[config.mk]
export PLATFORM = sky130hd
export DESIGN_NAME = nmea_rmc_sentence_parser_core_flat
export DESIGN_NICKNAME = d
export VERILOG_FILES = /design/src/rtl/rmc_pkg.sv /design/src/rtl/rmc_if.sv /design/src/rtl/nmea_rmc_sentence_parser_core.sv /design/src/rtl/rmc_field_parser.sv /design/src/rtl/rmc_angle_lane.sv /design/src/rtl/rmc_convert.sv /design/src/flat_wrapper.sv
export SDC_FILE = /design/constraint.sdc
export NUM_CORES = 2
export LEC_CHECK = 0
export ABC_AREA = 0
export BUFFER_PORTS_ARGS = -buffer_cell sky130_fd_sc_hd__clkbuf_2
export CORE_MARGIN = 10
export CORE_UTILIZATION = 56
export DETAILED_ROUTE_END_ITERATION = 10
export PLACE_DENSITY_LB_ADDON = 0.08
export SYNTH_ARGS = -nofsm -noshare
export SYNTH_HDL_FRONTEND = slang
export SYNTH_SLANG_ARGS = --single-unit
[constraint.sdc]
create_clock -name clk -period 11.1 [get_ports clk]
set_input_delay 1.665 -clock clk [delete_from_list [all_inputs] [get_ports clk]]
set_output_delay 1.665 -clock clk [all_outputs]
set_load 0.03 [all_outputs]
[src/rtl/rmc_pkg.sv]
`timescale 1ns / 1ps
// RMC sentence parser: shared constants, types and helper functions.
// No dependencies; every other file imports this package.
package rmc_pkg;

  localparam int LINE_BYTES  = 128;
  localparam int MAX_FIELDS  = 15;
  localparam int FRAC_DIGITS = 5;
  localparam int MIN_FIELDS  = 8;
  localparam int HDR_LEN     = 6;

  function automatic longint unsigned pow10(input int n);
    longint unsigned v;
    int i;
    v = 64'd1;
    for (i = 0; i < n; i++) begin
      v = v * 64'd10;
    end
    return v;
  endfunction

  localparam int POS_W       = $clog2(LINE_BYTES + 1);
  localparam int FNUM_W      = $clog2(MAX_FIELDS + 1);
  localparam int INT_W       = 17;
  localparam int FRAC_W      = $clog2(pow10(FRAC_DIGITS));
  localparam int FCNT_W      = $clog2(FRAC_DIGITS + 1);
  localparam int MILLI_DIGITS = 3;
  localparam int MILLI_W     = 10;
  localparam int MILLI_WT_W  = 7;
  localparam int DEG_W       = 11;
  localparam int MM_W        = 7;
  localparam int E7_W        = 24;
  localparam int ANG_MAG_W   = 34;
  localparam int ANG_W       = 35;
  localparam int X_W         = 30;
  localparam int Y_W         = 28;
  localparam int PART_W      = 24;
  localparam int SPEED_W     = 27;
  localparam int DIV100_SHIFT = 24;
  localparam int DIV100_MUL_W = 18;

  localparam logic [INT_W-1:0]     INT_SAT   = 17'd131071;
  localparam logic [ANG_MAG_W-1:0] ANGLE_SAT = 34'd10100000000;
  localparam logic [SPEED_W-1:0]   SPEED_SAT = 27'd99999999;
  localparam logic [E7_W-1:0]      E7        = 24'd10000000;
  localparam longint unsigned      FRAC_TO_E7 = pow10(7 - FRAC_DIGITS);
  localparam logic [DIV100_MUL_W-1:0] DIV100_MUL =
    DIV100_MUL_W'(((64'd1 << DIV100_SHIFT) + 64'd99) / 64'd100);
  localparam logic [31:0] DIV15_MUL = 32'(((64'd1 << 32) - 64'd1) / 64'd15);

  localparam logic [7:0] CH_NUL   = 8'h00;
  localparam logic [7:0] CH_TAB   = 8'h09;
  localparam logic [7:0] CH_CR    = 8'h0D;
  localparam logic [7:0] CH_SPACE = 8'h20;
  localparam logic [7:0] CH_COMMA = 8'h2C;
  localparam logic [7:0] CH_DOT   = 8'h2E;
  localparam logic [7:0] CH_0     = 8'h30;
  localparam logic [7:0] CH_9     = 8'h39;
  localparam logic [7:0] CH_A     = 8'h41;
  localparam logic [7:0] CH_S     = 8'h53;
  localparam logic [7:0] CH_W     = 8'h57;

  localparam logic [FNUM_W-1:0] SLOT_IDLE   = FNUM_W'(0);
  localparam logic [FNUM_W-1:0] SLOT_STATUS = FNUM_W'(2);
  localparam logic [FNUM_W-1:0] SLOT_LAT    = FNUM_W'(3);
  localparam logic [FNUM_W-1:0] SLOT_NS     = FNUM_W'(4);
  localparam logic [FNUM_W-1:0] SLOT_LON    = FNUM_W'(5);
  localparam logic [FNUM_W-1:0] SLOT_EW     = FNUM_W'(6);
  localparam logic [FNUM_W-1:0] SLOT_SPEED  = FNUM_W'(7);

  typedef enum logic [1:0] {
    ST_FIX        = 2'd0,
    ST_VOID       = 2'd1,
    ST_BAD_HEADER = 2'd2,
    ST_FEW_FIELDS = 2'd3
  } rmc_status_t;

  typedef enum logic [1:0] {
    PH_LEAD = 2'd0,
    PH_INT  = 2'd1,
    PH_FRAC = 2'd2,
    PH_DONE = 2'd3
  } rmc_phase_t;

  typedef struct packed {
    rmc_status_t          status;
    logic [INT_W-1:0]     lat_int;
    logic [FRAC_W-1:0]    lat_frac;
    logic                 south;
    logic [INT_W-1:0]     lon_int;
    logic [FRAC_W-1:0]    lon_frac;
    logic                 west;
    logic [INT_W-1:0]     spd_int;
    logic [MILLI_W-1:0]   spd_milli;
  } rmc_rec_t;

  typedef struct packed {
    logic s_deg;
    logic s_mm;
    logic s_scale;
    logic s_recip;
    logic s_total;
  } rmc_stage_en_t;

  function automatic logic [7:0] hdr_char(input logic [2:0] idx);
    logic [7:0] ch;
    case (idx)
      3'd0:    ch = 8'h24;
      3'd1:    ch = 8'h47;
      3'd2:    ch = 8'h50;
      3'd3:    ch = 8'h52;
      3'd4:    ch = 8'h4D;
      3'd5:    ch = 8'h43;
      default: ch = CH_NUL;
    endcase
    return ch;
  endfunction

  // weight of a fraction digit, scaled to FRAC_DIGITS places
  function automatic logic [FRAC_W-1:0] frac_weight(input logic [FCNT_W-1:0] pos);
    logic [FRAC_W-1:0] w;
    int k;
    w = '0;
    for (k = 0; k < FRAC_DIGITS; k++) begin
      if (pos == FCNT_W'(k)) begin
        w = FRAC_W'(pow10(FRAC_DIGITS - 1 - k));
      end
    end
    return w;
  endfunction

  // weight of a fraction digit in thousandths
  function automatic logic [MILLI_WT_W-1:0] milli_weight(input logic [FCNT_W-1:0] pos);
    logic [MILLI_WT_W-1:0] w;
    int k;
    w = '0;
    for (k = 0; k < MILLI_DIGITS; k++) begin
      if (pos == FCNT_W'(k)) begin
        w = MILLI_WT_W'(pow10(MILLI_DIGITS - 1 - k));
      end
    end
    return w;
  endfunction

endpackage

[src/rtl/rmc_if.sv]
`timescale 1ns / 1ps
// RMC sentence parser: valid/ready channel interfaces for bytes and results.
// Depends on rmc_pkg for field widths.
interface rmc_in_if import rmc_pkg::*; ();
  logic       valid;
  logic       ready;
  logic [7:0] char_in;
  logic       last_char;

  modport source (output valid, output char_in, output last_char, input ready);
  modport sink   (input valid, input char_in, input last_char, output ready);
endinterface

interface rmc_out_if import rmc_pkg::*; ();
  logic                      valid;
  logic                      ready;
  logic [1:0]                parse_status;
  logic                      fix_flag;
  logic signed [ANG_W-1:0]   latitude_e7;
  logic signed [ANG_W-1:0]   longitude_e7;
  logic [SPEED_W-1:0]        speed_milliknots;

  modport source (output valid, output parse_status, output fix_flag,
                  output latitude_e7, output longitude_e7, output speed_milliknots,
                  input ready);
  modport sink   (input valid, input parse_status, input fix_flag,
                  input latitude_e7, input longitude_e7, input speed_milliknots,
                  output ready);
endinterface

[src/rtl/nmea_rmc_sentence_parser_core.sv]
`timescale 1ns / 1ps
// RMC sentence parser top level: byte parser feeding the result pipeline.
// Result path: after the final byte is taken, the record register, the result stages and
// the output register lie before the result is valid. Throughput: one byte per cycle; bytes
// stall only while a finished sentence waits in front of full result stages and the output
// word is not taken. Reset (rst_n low, synchronous) empties the pipeline, clears the
// sentence state and zeroes the held fix, position and speed.
module nmea_rmc_sentence_parser_core import rmc_pkg::*; (
  input  logic      clk,
  input  logic      rst_n,
  rmc_in_if.sink    in_ch,
  rmc_out_if.source out_ch
);

  logic     rec_valid;
  logic     rec_ready;
  rmc_rec_t rec;

  rmc_field_parser u_parser (
    .clk       (clk),
    .rst_n     (rst_n),
    .in_ch     (in_ch),
    .rec_valid (rec_valid),
    .rec       (rec),
    .rec_ready (rec_ready)
  );

  rmc_convert u_convert (
    .clk       (clk),
    .rst_n     (rst_n),
    .rec_valid (rec_valid),
    .rec       (rec),
    .rec_ready (rec_ready),
    .out_ch    (out_ch)
  );

endmodule

[src/rtl/rmc_field_parser.sv]
`timescale 1ns / 1ps
// RMC sentence parser: per-byte header check, field split and number scan.
// Depends on rmc_pkg and rmc_in_if; emits one sentence record per final byte.
module rmc_field_parser import rmc_pkg::*; (
  input  logic     clk,
  input  logic     rst_n,
  rmc_in_if.sink   in_ch,
  output logic     rec_valid,
  output rmc_rec_t rec,
  input  logic     rec_ready
);

  localparam logic [1:0] CNT_MANY = 2'd2;

  typedef struct packed {
    logic [POS_W-1:0]   byte_pos;
    logic               hdr_ok;
    logic [FNUM_W-1:0]  field_num;
    logic               field_open;
    logic [FNUM_W-1:0]  field_slot;
    logic [1:0]         char_cnt;
    logic [7:0]         first_char;
    logic [INT_W-1:0]   int_acc;
    logic [FRAC_W-1:0]  frac_acc;
    logic [MILLI_W-1:0] milli_acc;
    logic [FCNT_W-1:0]  frac_cnt;
    rmc_phase_t         phase;
    logic               active;
    logic               south;
    logic               west;
    logic [INT_W-1:0]   lat_int;
    logic [FRAC_W-1:0]  lat_frac;
    logic [INT_W-1:0]   lon_int;
    logic [FRAC_W-1:0]  lon_frac;
    logic [INT_W-1:0]   spd_int;
    logic [MILLI_W-1:0] spd_milli;
  } parse_t;

  localparam parse_t PARSE_CLEAR = '{hdr_ok: 1'b1, phase: PH_LEAD, default: '0};

  parse_t   st_r, st_nxt, s;
  rmc_rec_t rec_r, rec_nxt;
  logic     rec_valid_r, rec_valid_nxt;

  logic                byte_acc;
  logic [7:0]          c;
  logic                last;
  logic                in_line;
  logic                split_en;
  logic                is_comma;
  logic                is_digit;
  logic                is_space;
  logic                feed;
  logic                single;
  logic [3:0]          digit_val;
  logic [INT_W+3:0]    int_ten;
  logic [FRAC_W+3:0]   frac_step;
  logic [MILLI_W-1:0]  milli_step;
  rmc_status_t         status;

  assign c        = in_ch.char_in;
  assign last     = in_ch.last_char;
  assign in_ch.ready = !rec_valid_r || rec_ready;
  assign byte_acc = in_ch.valid && in_ch.ready;
  assign digit_val = c[3:0];

  always_comb begin
    s         = st_r;
    rec_nxt   = rec_r;
    in_line   = st_r.byte_pos < POS_W'(LINE_BYTES);
    split_en  = in_line && (c != CH_NUL) && (st_r.byte_pos < POS_W'(LINE_BYTES - 1));
    is_comma  = (c == CH_COMMA);
    is_digit  = (c >= CH_0) && (c <= CH_9);
    is_space  = (c == CH_SPACE) || ((c >= CH_TAB) && (c <= CH_CR));
    feed      = split_en && !is_comma;
    status    = ST_FIX;

    if (in_line) begin
      if ((st_r.byte_pos < POS_W'(HDR_LEN)) && (c != hdr_char(st_r.byte_pos[2:0]))) begin
        s.hdr_ok = 1'b0;
      end
      s.byte_pos = (c == CH_NUL) ? POS_W'(LINE_BYTES) : st_r.byte_pos + 1'b1;
    end

    // open a new field
    if (feed && !st_r.field_open) begin
      s.field_open = 1'b1;
      if (st_r.field_num < FNUM_W'(MAX_FIELDS)) begin
        s.field_slot = st_r.field_num;
        s.field_num  = st_r.field_num + 1'b1;
      end else begin
        s.field_slot = SLOT_IDLE;
      end
      s.char_cnt   = '0;
      s.first_char = c;
      s.int_acc    = '0;
      s.frac_acc   = '0;
      s.milli_acc  = '0;
      s.frac_cnt   = '0;
      s.phase      = PH_LEAD;
    end

    int_ten    = ({4'b0000, s.int_acc} << 3) + ({4'b0000, s.int_acc} << 1)
               + (INT_W+4)'(digit_val);
    frac_step  = (FRAC_W+4)'(digit_val) * (FRAC_W+4)'(frac_weight(s.frac_cnt));
    milli_step = MILLI_W'(digit_val) * MILLI_W'(milli_weight(s.frac_cnt));

    if (feed) begin
      s.char_cnt = (s.char_cnt == CNT_MANY) ? CNT_MANY : s.char_cnt + 1'b1;
      case (s.phase)
        PH_LEAD, PH_INT: begin
          if (!((s.phase == PH_LEAD) && is_space)) begin
            if (is_digit) begin
              s.int_acc = (int_ten > (INT_W+4)'(INT_SAT)) ? INT_SAT : int_ten[INT_W-1:0];
              s.phase   = PH_INT;
            end else if (c == CH_DOT) begin
              s.phase = PH_FRAC;
            end else begin
              s.phase = PH_DONE;
            end
          end
        end
        PH_FRAC: begin
          if (is_digit) begin
            if (s.frac_cnt < FCNT_W'(FRAC_DIGITS)) begin
              s.frac_acc  = s.frac_acc + frac_step[FRAC_W-1:0];
              s.milli_acc = s.milli_acc + milli_step;
              s.frac_cnt  = s.frac_cnt + 1'b1;
            end
          end else begin
            s.phase = PH_DONE;
          end
        end
        default: ;
      endcase
    end

    // close the open field
    single = (s.char_cnt == 2'd1);
    if ((split_en && is_comma) || last) begin
      if (s.field_open) begin
        case (s.field_slot)
          SLOT_STATUS: s.active = single && (s.first_char == CH_A);
          SLOT_LAT: begin
            s.lat_int  = s.int_acc;
            s.lat_frac = s.frac_acc;
          end
          SLOT_NS:     s.south = single && (s.first_char == CH_S);
          SLOT_LON: begin
            s.lon_int  = s.int_acc;
            s.lon_frac = s.frac_acc;
          end
          SLOT_EW:     s.west = single && (s.first_char == CH_W);
          SLOT_SPEED: begin
            s.spd_int   = s.int_acc;
            s.spd_milli = s.milli_acc;
          end
          default: ;
        endcase
        s.field_open = 1'b0;
      end
    end

    if (!s.hdr_ok || (s.byte_pos < POS_W'(HDR_LEN))) begin
      status = ST_BAD_HEADER;
    end else if (s.field_num < FNUM_W'(MIN_FIELDS)) begin
      status = ST_FEW_FIELDS;
    end else if (!s.active) begin
      status = ST_VOID;
    end else begin
      status = ST_FIX;
    end

    st_nxt = st_r;
    if (byte_acc) begin
      if (last) begin
        st_nxt            = PARSE_CLEAR;
        rec_nxt.status    = status;
        rec_nxt.lat_int   = s.lat_int;
        rec_nxt.lat_frac  = s.lat_frac;
        rec_nxt.south     = s.south;
        rec_nxt.lon_int   = s.lon_int;
        rec_nxt.lon_frac  = s.lon_frac;
        rec_nxt.west      = s.west;
        rec_nxt.spd_int   = s.spd_int;
        rec_nxt.spd_milli = s.spd_milli;
      end else begin
        st_nxt = s;
      end
    end
  end

  always_comb begin
    if (byte_acc && last) begin
      rec_valid_nxt = 1'b1;
    end else if (rec_ready) begin
      rec_valid_nxt = 1'b0;
    end else begin
      rec_valid_nxt = rec_valid_r;
    end
  end

  always_ff @(posedge clk) begin
    if (!rst_n) begin
      st_r        <= PARSE_CLEAR;
      rec_valid_r <= 1'b0;
    end else begin
      st_r        <= st_nxt;
      rec_valid_r <= rec_valid_nxt;
    end
  end

  always_ff @(posedge clk) begin
    rec_r <= rec_nxt;
  end

  assign rec_valid = rec_valid_r;
  assign rec       = rec_r;

endmodule

[src/rtl/rmc_angle_lane.sv]
`timescale 1ns / 1ps
// RMC sentence parser: DDMM.mmmmm to 1e-7 degree conversion, five stages.
// Depends on rmc_pkg; stage loads come from the converter's flow control.
module rmc_angle_lane import rmc_pkg::*; (
  input  logic                 clk,
  input  rmc_stage_en_t        en,
  input  logic [INT_W-1:0]     int_in,
  input  logic [FRAC_W-1:0]    frac_in,
  input  logic                 neg_in,
  output logic [ANG_MAG_W-1:0] mag,
  output logic                 neg
);

  logic [INT_W+DIV100_MUL_W-1:0] deg_prod;
  logic [DEG_W-1:0]              deg_r;
  logic [INT_W-1:0]              int_b_r;
  logic [FRAC_W-1:0]             frac_b_r;
  logic                          neg_b_r;

  logic [INT_W-1:0]              mm_full;
  logic [MM_W-1:0]               mm_r;
  logic [ANG_MAG_W-1:0]          deg_e7_c_r;
  logic [FRAC_W-1:0]             frac_c_r;
  logic                          neg_c_r;

  logic [X_W-1:0]                x_val;
  logic [Y_W-1:0]                y_d_r;
  logic [ANG_MAG_W-1:0]          deg_e7_d_r;
  logic                          neg_d_r;

  logic [Y_W+31:0]               q_prod;
  logic [PART_W-1:0]             q_r;
  logic [Y_W-1:0]                y_e_r;
  logic [ANG_MAG_W-1:0]          deg_e7_e_r;
  logic                          neg_e_r;

  logic [Y_W-1:0]                rem;
  logic [PART_W-1:0]             part;
  logic [ANG_MAG_W-1:0]          total;
  logic [ANG_MAG_W-1:0]          mag_r;
  logic                          neg_f_r;

  assign deg_prod = (INT_W+DIV100_MUL_W)'(int_in) * (INT_W+DIV100_MUL_W)'(DIV100_MUL);
  assign mm_full  = int_b_r - INT_W'(deg_r) * INT_W'(100);
  assign x_val    = X_W'(mm_r) * X_W'(E7) + X_W'(frac_c_r) * X_W'(FRAC_TO_E7);
  assign q_prod   = (Y_W+32)'(y_d_r) * (Y_W+32)'(DIV15_MUL);
  assign rem      = y_e_r - Y_W'(q_r) * Y_W'(15);
  assign part     = (rem >= Y_W'(15)) ? q_r + 1'b1 : q_r;
  assign total    = deg_e7_e_r + ANG_MAG_W'(part);

  always_ff @(posedge clk) begin
    if (en.s_deg) begin
      deg_r    <= deg_prod[DIV100_SHIFT +: DEG_W];
      int_b_r  <= int_in;
      frac_b_r <= frac_in;
      neg_b_r  <= neg_in;
    end
    if (en.s_mm) begin
      mm_r       <= mm_full[MM_W-1:0];
      deg_e7_c_r <= ANG_MAG_W'(deg_r) * ANG_MAG_W'(E7);
      frac_c_r   <= frac_b_r;
      neg_c_r    <= neg_b_r;
    end
    if (en.s_scale) begin
      y_d_r      <= x_val[X_W-1:2];
      deg_e7_d_r <= deg_e7_c_r;
      neg_d_r    <= neg_c_r;
    end
    if (en.s_recip) begin
      q_r        <= q_prod[32 +: PART_W];
      y_e_r      <= y_d_r;
      deg_e7_e_r <= deg_e7_d_r;
      neg_e_r    <= neg_d_r;
    end
    if (en.s_total) begin
      mag_r   <= (total > ANGLE_SAT) ? ANGLE_SAT : total;
      neg_f_r <= neg_e_r;
    end
  end

  assign mag = mag_r;
  assign neg = neg_f_r;

endmodule

[src/rtl/rmc_convert.sv]
`timescale 1ns / 1ps
// RMC sentence parser: result pipeline, held fix values and output register.
// Depends on rmc_pkg, rmc_out_if and rmc_angle_lane.
module rmc_convert import rmc_pkg::*; (
  input  logic        clk,
  input  logic        rst_n,
  input  logic        rec_valid,
  input  rmc_rec_t    rec,
  output logic        rec_ready,
  rmc_out_if.source   out_ch
);

  localparam int SIDE_STAGES = 5;

  typedef struct packed {
    rmc_status_t        status;
    logic [SPEED_W-1:0] speed;
  } side_t;

  logic vb_r, vc_r, vd_r, ve_r, vf_r, vo_r;
  logic rdy_b, rdy_c, rdy_d, rdy_e, rdy_f, rdy_o;
  logic [SIDE_STAGES-1:0] ld;
  rmc_stage_en_t en;

  side_t side_r [SIDE_STAGES];
  logic [SPEED_W:0]       spd_full;
  logic [SPEED_W-1:0]     spd_sat;

  logic [ANG_MAG_W-1:0]   lat_mag, lon_mag;
  logic                   lat_neg, lon_neg;
  logic [ANG_W-1:0]       lat_ext, lon_ext;
  logic [ANG_W-1:0]       lat_val, lon_val;

  logic                   held_fix_r;
  logic signed [ANG_W-1:0] held_lat_r, held_lon_r;
  logic [SPEED_W-1:0]     held_spd_r;
  rmc_status_t            out_status_r;

  // hold a stage while it and everything below it are full and the output is not taken
  assign rdy_o = !vo_r || out_ch.ready;
  assign rdy_f = !vf_r || rdy_o;
  assign rdy_e = !ve_r || rdy_f;
  assign rdy_d = !vd_r || rdy_e;
  assign rdy_c = !vc_r || rdy_d;
  assign rdy_b = !vb_r || rdy_c;
  assign rec_ready = rdy_b;

  assign ld = {rdy_f, rdy_e, rdy_d, rdy_c, rdy_b};
  assign en = '{s_deg: rdy_b, s_mm: rdy_c, s_scale: rdy_d, s_recip: rdy_e, s_total: rdy_f};

  rmc_angle_lane u_lat (
    .clk     (clk),
    .en      (en),
    .int_in  (rec.lat_int),
    .frac_in (rec.lat_frac),
    .neg_in  (rec.south),
    .mag     (lat_mag),
    .neg     (lat_neg)
  );

  rmc_angle_lane u_lon (
    .clk     (clk),
    .en      (en),
    .int_in  (rec.lon_int),
    .frac_in (rec.lon_frac),
    .neg_in  (rec.west),
    .mag     (lon_mag),
    .neg     (lon_neg)
  );

  assign spd_full = (SPEED_W+1)'(rec.spd_int) * (SPEED_W+1)'(1000)
                  + (SPEED_W+1)'(rec.spd_milli);
  assign spd_sat  = (spd_full > (SPEED_W+1)'(SPEED_SAT)) ? SPEED_SAT : spd_full[SPEED_W-1:0];

  assign lat_ext = {1'b0, lat_mag};
  assign lon_ext = {1'b0, lon_mag};
  assign lat_val = lat_neg ? (ANG_W'(0) - lat_ext) : lat_ext;
  assign lon_val = lon_neg ? (ANG_W'(0) - lon_ext) : lon_ext;

  always_ff @(posedge clk) begin
    if (ld[0]) begin
      side_r[0].status <= rec.status;
      side_r[0].speed  <= spd_sat;
    end
    for (int k = 1; k < SIDE_STAGES; k++) begin
      if (ld[k]) begin
        side_r[k] <= side_r[k-1];
      end
    end
    if (rdy_o) begin
      out_status_r <= side_r[SIDE_STAGES-1].status;
    end
  end

  always_ff @(posedge clk) begin
    if (!rst_n) begin
      vb_r       <= 1'b0;
      vc_r       <= 1'b0;
      vd_r       <= 1'b0;
      ve_r       <= 1'b0;
      vf_r       <= 1'b0;
      vo_r       <= 1'b0;
      held_fix_r <= 1'b0;
      held_lat_r <= '0;
      held_lon_r <= '0;
      held_spd_r <= '0;
    end else begin
      if (rdy_b) vb_r <= rec_valid;
      if (rdy_c) vc_r <= vb_r;
      if (rdy_d) vd_r <= vc_r;
      if (rdy_e) ve_r <= vd_r;
      if (rdy_f) vf_r <= ve_r;
      if (rdy_o) vo_r <= vf_r;
      if (rdy_o && vf_r) begin
        case (side_r[SIDE_STAGES-1].status)
          ST_FIX: begin
            held_fix_r <= 1'b1;
            held_lat_r <= $signed(lat_val);
            held_lon_r <= $signed(lon_val);
            held_spd_r <= side_r[SIDE_STAGES-1].speed;
          end
          ST_VOID: held_fix_r <= 1'b0;
          default: ;
        endcase
      end
    end
  end

  assign out_ch.valid            = vo_r;
  assign out_ch.parse_status     = out_status_r;
  assign out_ch.fix_flag         = held_fix_r;
  assign out_ch.latitude_e7      = held_lat_r;
  assign out_ch.longitude_e7     = held_lon_r;
  assign out_ch.speed_milliknots = held_spd_r;

endmodule
[src/flat_wrapper.sv]
// flat-port wrapper written by rule: the top's interface ports become plain ports
module nmea_rmc_sentence_parser_core_flat import rmc_pkg::*;
  (clk, rst_n, in_ch_valid, in_ch_char_in, in_ch_last_char, in_ch_ready, out_ch_valid, out_ch_parse_status, out_ch_fix_flag, out_ch_latitude_e7, out_ch_longitude_e7, out_ch_speed_milliknots, out_ch_ready);
  rmc_in_if in_ch_i ();
  rmc_out_if out_ch_i ();
  input  logic clk;
  input  logic rst_n;
  input wire logic [$bits(in_ch_i.valid)-1:0] in_ch_valid;
  input wire logic [$bits(in_ch_i.char_in)-1:0] in_ch_char_in;
  input wire logic [$bits(in_ch_i.last_char)-1:0] in_ch_last_char;
  output wire logic [$bits(in_ch_i.ready)-1:0] in_ch_ready;
  output wire logic [$bits(out_ch_i.valid)-1:0] out_ch_valid;
  output wire logic [$bits(out_ch_i.parse_status)-1:0] out_ch_parse_status;
  output wire logic [$bits(out_ch_i.fix_flag)-1:0] out_ch_fix_flag;
  output wire logic [$bits(out_ch_i.latitude_e7)-1:0] out_ch_latitude_e7;
  output wire logic [$bits(out_ch_i.longitude_e7)-1:0] out_ch_longitude_e7;
  output wire logic [$bits(out_ch_i.speed_milliknots)-1:0] out_ch_speed_milliknots;
  input wire logic [$bits(out_ch_i.ready)-1:0] out_ch_ready;
  assign in_ch_i.valid = in_ch_valid;
  assign in_ch_i.char_in = in_ch_char_in;
  assign in_ch_i.last_char = in_ch_last_char;
  assign in_ch_ready = in_ch_i.ready;
  assign out_ch_valid = out_ch_i.valid;
  assign out_ch_parse_status = out_ch_i.parse_status;
  assign out_ch_fix_flag = out_ch_i.fix_flag;
  assign out_ch_latitude_e7 = out_ch_i.latitude_e7;
  assign out_ch_longitude_e7 = out_ch_i.longitude_e7;
  assign out_ch_speed_milliknots = out_ch_i.speed_milliknots;
  assign out_ch_i.ready = out_ch_ready;
  nmea_rmc_sentence_parser_core u_core (.clk(clk), .rst_n(rst_n), .in_ch(in_ch_i), .out_ch(out_ch_i));
endmodule
==> results by group <==
Routing
  • Via count: 60000
  • Routed length per instance: 19.2 µm
  • DRC: 0
  • DRT iter0 DRCs: 3724
  • WL final: 209000 µm
  • Average via count per standard cell: 5.51
  • Post-DRT Antenna Nets: 0
  • 1st-pass router iterations: 6

Placed design
  • Detailed Place HPWL: 169000 µm
  • Port Buffers: 114
  • DP Worst Slack: 0.588 ns
  • Routability congestion estimate: 0.934

STA
  • TNS Setup: 0 ns
  • Worst slew pin tran: 1.38 ns
  • Max_slew headroom: 7.35%
  • Final Skew: 0.0367 ns
  • Fmax: 97.8 MHz
  • Final setup margin: 0.873 ns
  • Hold Vio Cnt, Final: 0
  • Final setup fails: 0
  • Period utilization: 92.1%
  • Final Slew Violations: 0
  • RSZ-0062 raised after global routing: false
  • Fin crit period: 10.23 ns

Critical path
  • CP Data Arrival Time: 10.73 ns
  • Reg2reg setup slack: 0.87 ns
  • Worst Setup SP: u_core.u_convert.u_lat.q_r[3]
  • Worst r2r src: u_core.u_convert.u_lat.q_r[3]
  • Crit end category: flip-flop
  • Worst path max stage delay: 0.62 ns
  • CP Class: flip-flop to flip-flop
  • Capture point of the worst path: u_core.u_convert.u_lat.mag[14]
  • Slowest cell on the critical path: a221oi_2
  • R2r endpoint: u_core.u_convert.u_lat.mag[14]
  • Crit path required time: 11.60 ns
  • R2r worst-path depth: 33
  • Critical path peak fanout: 21
  • Critical Path Source Type: flip-flop

Synthesis
  • Simple-Gate Fraction of Synth Area: 9.77%
  • Synth warn: 0
  • Post-synth EDFFs: 764
  • Xor/xnor share of the synthesized area: 4.49%
  • Ys async rst share: 0%
  • Compound-Gate Fraction of Synth Area: 10.8%
  • Largest family of logic cells by synthesized area: adder cells
  • Area leader, netlist: edfxtp_1
  • Sequential share of the synthesized area: 31.7%
  • Synth Net Count: 10600
  • Avg Inst Size Synth: 10.6 µm²
  • Synth top area cells: edfxtp_1 (25%), ha_1 (19%), fa_1 (17%)
  • Post-Synth Adder-Cell Area: 35.8%
  • Share of the synthesized area in the top cell type: 25.5%
  • Post-Syn Area: 90000 µm²
  • Primary FF master, synth: edfxtp_1
  • Post-synthesis mux area share: 0.663%
  • Synth Register Bits: 1044
  • Syn Inst Count: 8515
  • Post-synth cell types: 111

Clocking
  • Largest buffer count on any clock path: 3
  • Cts hold-fix bufs: 0
  • CTS tree: done
  • Clock tree root driver cell: clkbuf_16
  • H-tree depth: 3
  • Clock sink count: 1044
  • Num CTS Buffers: 118
  • Clk Latency, worst-skew pair: 0.77 ns
  • CTS clk-pin slew, worst paths: 0.07 ns

GRT
  • Tot GR Track Use: 23.5%
  • Met1 Use GR: 32.1%
  • Met3 Use GR: 2.63%
  • Vias in the first global route: 61500
  • Initial antenna violation count: 4
  • Pin count of the biggest net entering global routing: 143
  • Grt total ovfl: 0
  • Grt peak-use layer: met2
  • First-pass GRT wire length: 337000 µm
  • Met2 Usage GRT: 39.8%

Status
  • Status: finished clean

Worst hold path
  • Hold WC Path Type: flip-flop to flip-flop

Floorplan
  • IO Pins: 115
  • Core area: 160000 µm²
  • Die area: 177000 µm²
  • Rows: 147
  • Die height: 421 µm
  • Initial Util: 56.2%
  • DIE WIDTH: 421 µm

Run
  • Max-cap viol count: 0

Final layout
  • Fin nets: 10800
  • Layout area overhead: 7.98%
  • Layout cell share with drive strength beyond 1: 5.87%
[per-layer routing]
layer	routed length (µm)	part of all wire, %
met1	95700	46
met3	7810	3.7
met2	99900	48
met5	41	0.020
met4	5590	2.7
[metrics by stage]
step / instance area, µm² / hold WS [ns] / utilization (%) / cells
2_1_floorplan: 90000 / 0.400 / - / 8515
3_3_place_gp: 93000 / 0.401 / 58.1 / 10700
3_5_place_dp: 93000 / 0.405 / 58.1 / 10700
4_1_cts: 97200 / 0.399 / 60.7 / 10900
5_1_grt: 97200 / 0.419 / 60.7 / 10900
6_report: 97200 / 0.409 / 60.7 / 10900
[cell usage after synthesis (12+ instances only)]
cell          n
nor3b_1      22
or4_1        22
and2_1       93
mux2_2       37
o41ai_1      23
nand3_1     119
a22oi_1      60
xor2_1      159
a2111oi_0    16
a21boi_0     57
nor4_1       24
or3_1        48
a21oi_1     307
a31oi_1      31
ha_1       1359
or2_2        37
nor2b_1      62
o211a_1      74
inv_1      1439
a22o_1       21
o21a_1       51
a21oi_2      14
and4_1       12
a2bb2oi_1    12
mux2i_1      18
clkbuf_1    140
a21o_1      117
o2111ai_1    19
nand2_1     554
nand2b_1     60
dfxtp_1     280
edfxtp_1    764
a211oi_1     34
xnor2_1     301
o211ai_1     27
nor3_1      127
o21ai_0     331
o31ai_1      36
fa_1        762
o21bai_1     34
buf_2        13
and3_1       73
nand4_1      48
nor2_1      438
[logic make-up after synthesis]
| family | Yosys count |
|---|---|
| compound gates | 1428 |
| xor+xnor | 461 |
| fa+ha+maj | 2121 |
| buf+inv | 1603 |
| flops | 1044 |
| mux | 55 |
| simple gates | 1803 |
[layout make-up]
class                   count  area [µm²]
diodes                      2        5.00
clock buffers             135        3040
clock inverters            88        1120
fillers                 13300       63000
inverters                1440        5420
multi-input cells        5868       55500
flip-flops and latches   1044       28500
well taps                2160        2700
repair buffers            154         898
[critical path, delay by kind of cell, from the launching register on]
kind            cells  cell delay [ns]
compound gates     15             4.15
xor+xnor            2             0.46
fa+ha+maj           5             2.29
buf+inv             5             0.72
flops               1             0.50
simple gates        6             1.84
[how the worst min path moves through the flow]
stage	start	end	slack, ns	cells past startpoint
6_report	u_core.u_convert.u_lon.deg_e7_d_r[29]	u_core.u_convert.u_lon.deg_e7_e_r[29]	0.41	0
5_1_grt	u_core.u_parser.rec[63]	u_core.u_convert.u_lat.frac_b_r[0]	0.42	0
4_1_cts	u_core.u_parser.rec[63]	u_core.u_convert.u_lat.frac_b_r[0]	0.40	0
3_5_place_dp	u_core.u_convert.side_r[0][112]	u_core.u_convert.side_r[0][141]	0.40	0
3_3_place_gp	u_core.u_convert.u_lat.deg_e7_c_r[26]	u_core.u_convert.u_lat.deg_e7_d_r[26]	0.40	0
2_1_floorplan	u_core.u_convert.side_r[0][71]	u_core.u_convert.side_r[0][100]	0.40	0
[registers in the layout (all words and copies together) (netlist names), 28 cells and up]
register and cells:
u_core.u_convert.out_ch.latitude_e7 35, u_core.u_convert.out_ch.longitude_e7 35, u_core.u_convert.side_r 145, u_core.u_convert.u_lat.mag 34, u_core.u_convert.u_lat.y_d_r 28, u_core.u_convert.u_lat.y_e_r 28, u_core.u_convert.u_lon.mag 34, u_core.u_convert.u_lon.y_d_r 28
u_core.u_convert.u_lon.y_e_r 28, u_core.u_parser.rec 99, u_core.u_parser.st_r 175
[cells in the final DEF, fill, tap and decap left out, drive strengths merged, types with 20 or more instances in the layout]
| cell type | count |
|---|---|
| inv | 1455 |
| ha | 1359 |
| edfxtp | 764 |
| fa | 762 |
| nand2 | 554 |
| nor2 | 438 |
| o21ai | 338 |
| a21oi | 321 |
| xnor2 | 302 |
| dfxtp | 280 |
| clkbuf | 248 |
| xor2 | 159 |
| nor3 | 130 |
| nand3 | 119 |
| a21o | 117 |
| and2 | 95 |
| o211a | 74 |
| and3 | 74 |
| a21boi | 63 |
| nor2b | 62 |
| nand2b | 61 |
| a22oi | 60 |
| o21a | 51 |
| nand4 | 49 |
| or3 | 49 |
| buf | 41 |
| or2 | 40 |
| o31ai | 39 |
| mux2 | 37 |
| clkinv | 37 |
| a211oi | 35 |
| o21bai | 35 |
| a31oi | 31 |
| nor4 | 29 |
| o211ai | 28 |
| o41ai | 24 |
| or4 | 24 |
| nor3b | 23 |
| a22o | 21 |
| o2111ai | 20 |
[repair_timing]
action,CTS,global route
gates resized for setup,0,1
endpoints found under the setup margin,0,26
setup buffers,0,4
Power is left out: the tool's default activity adds up to more than one toggle a clock period on the data nets, which glitch-free logic cannot reach.
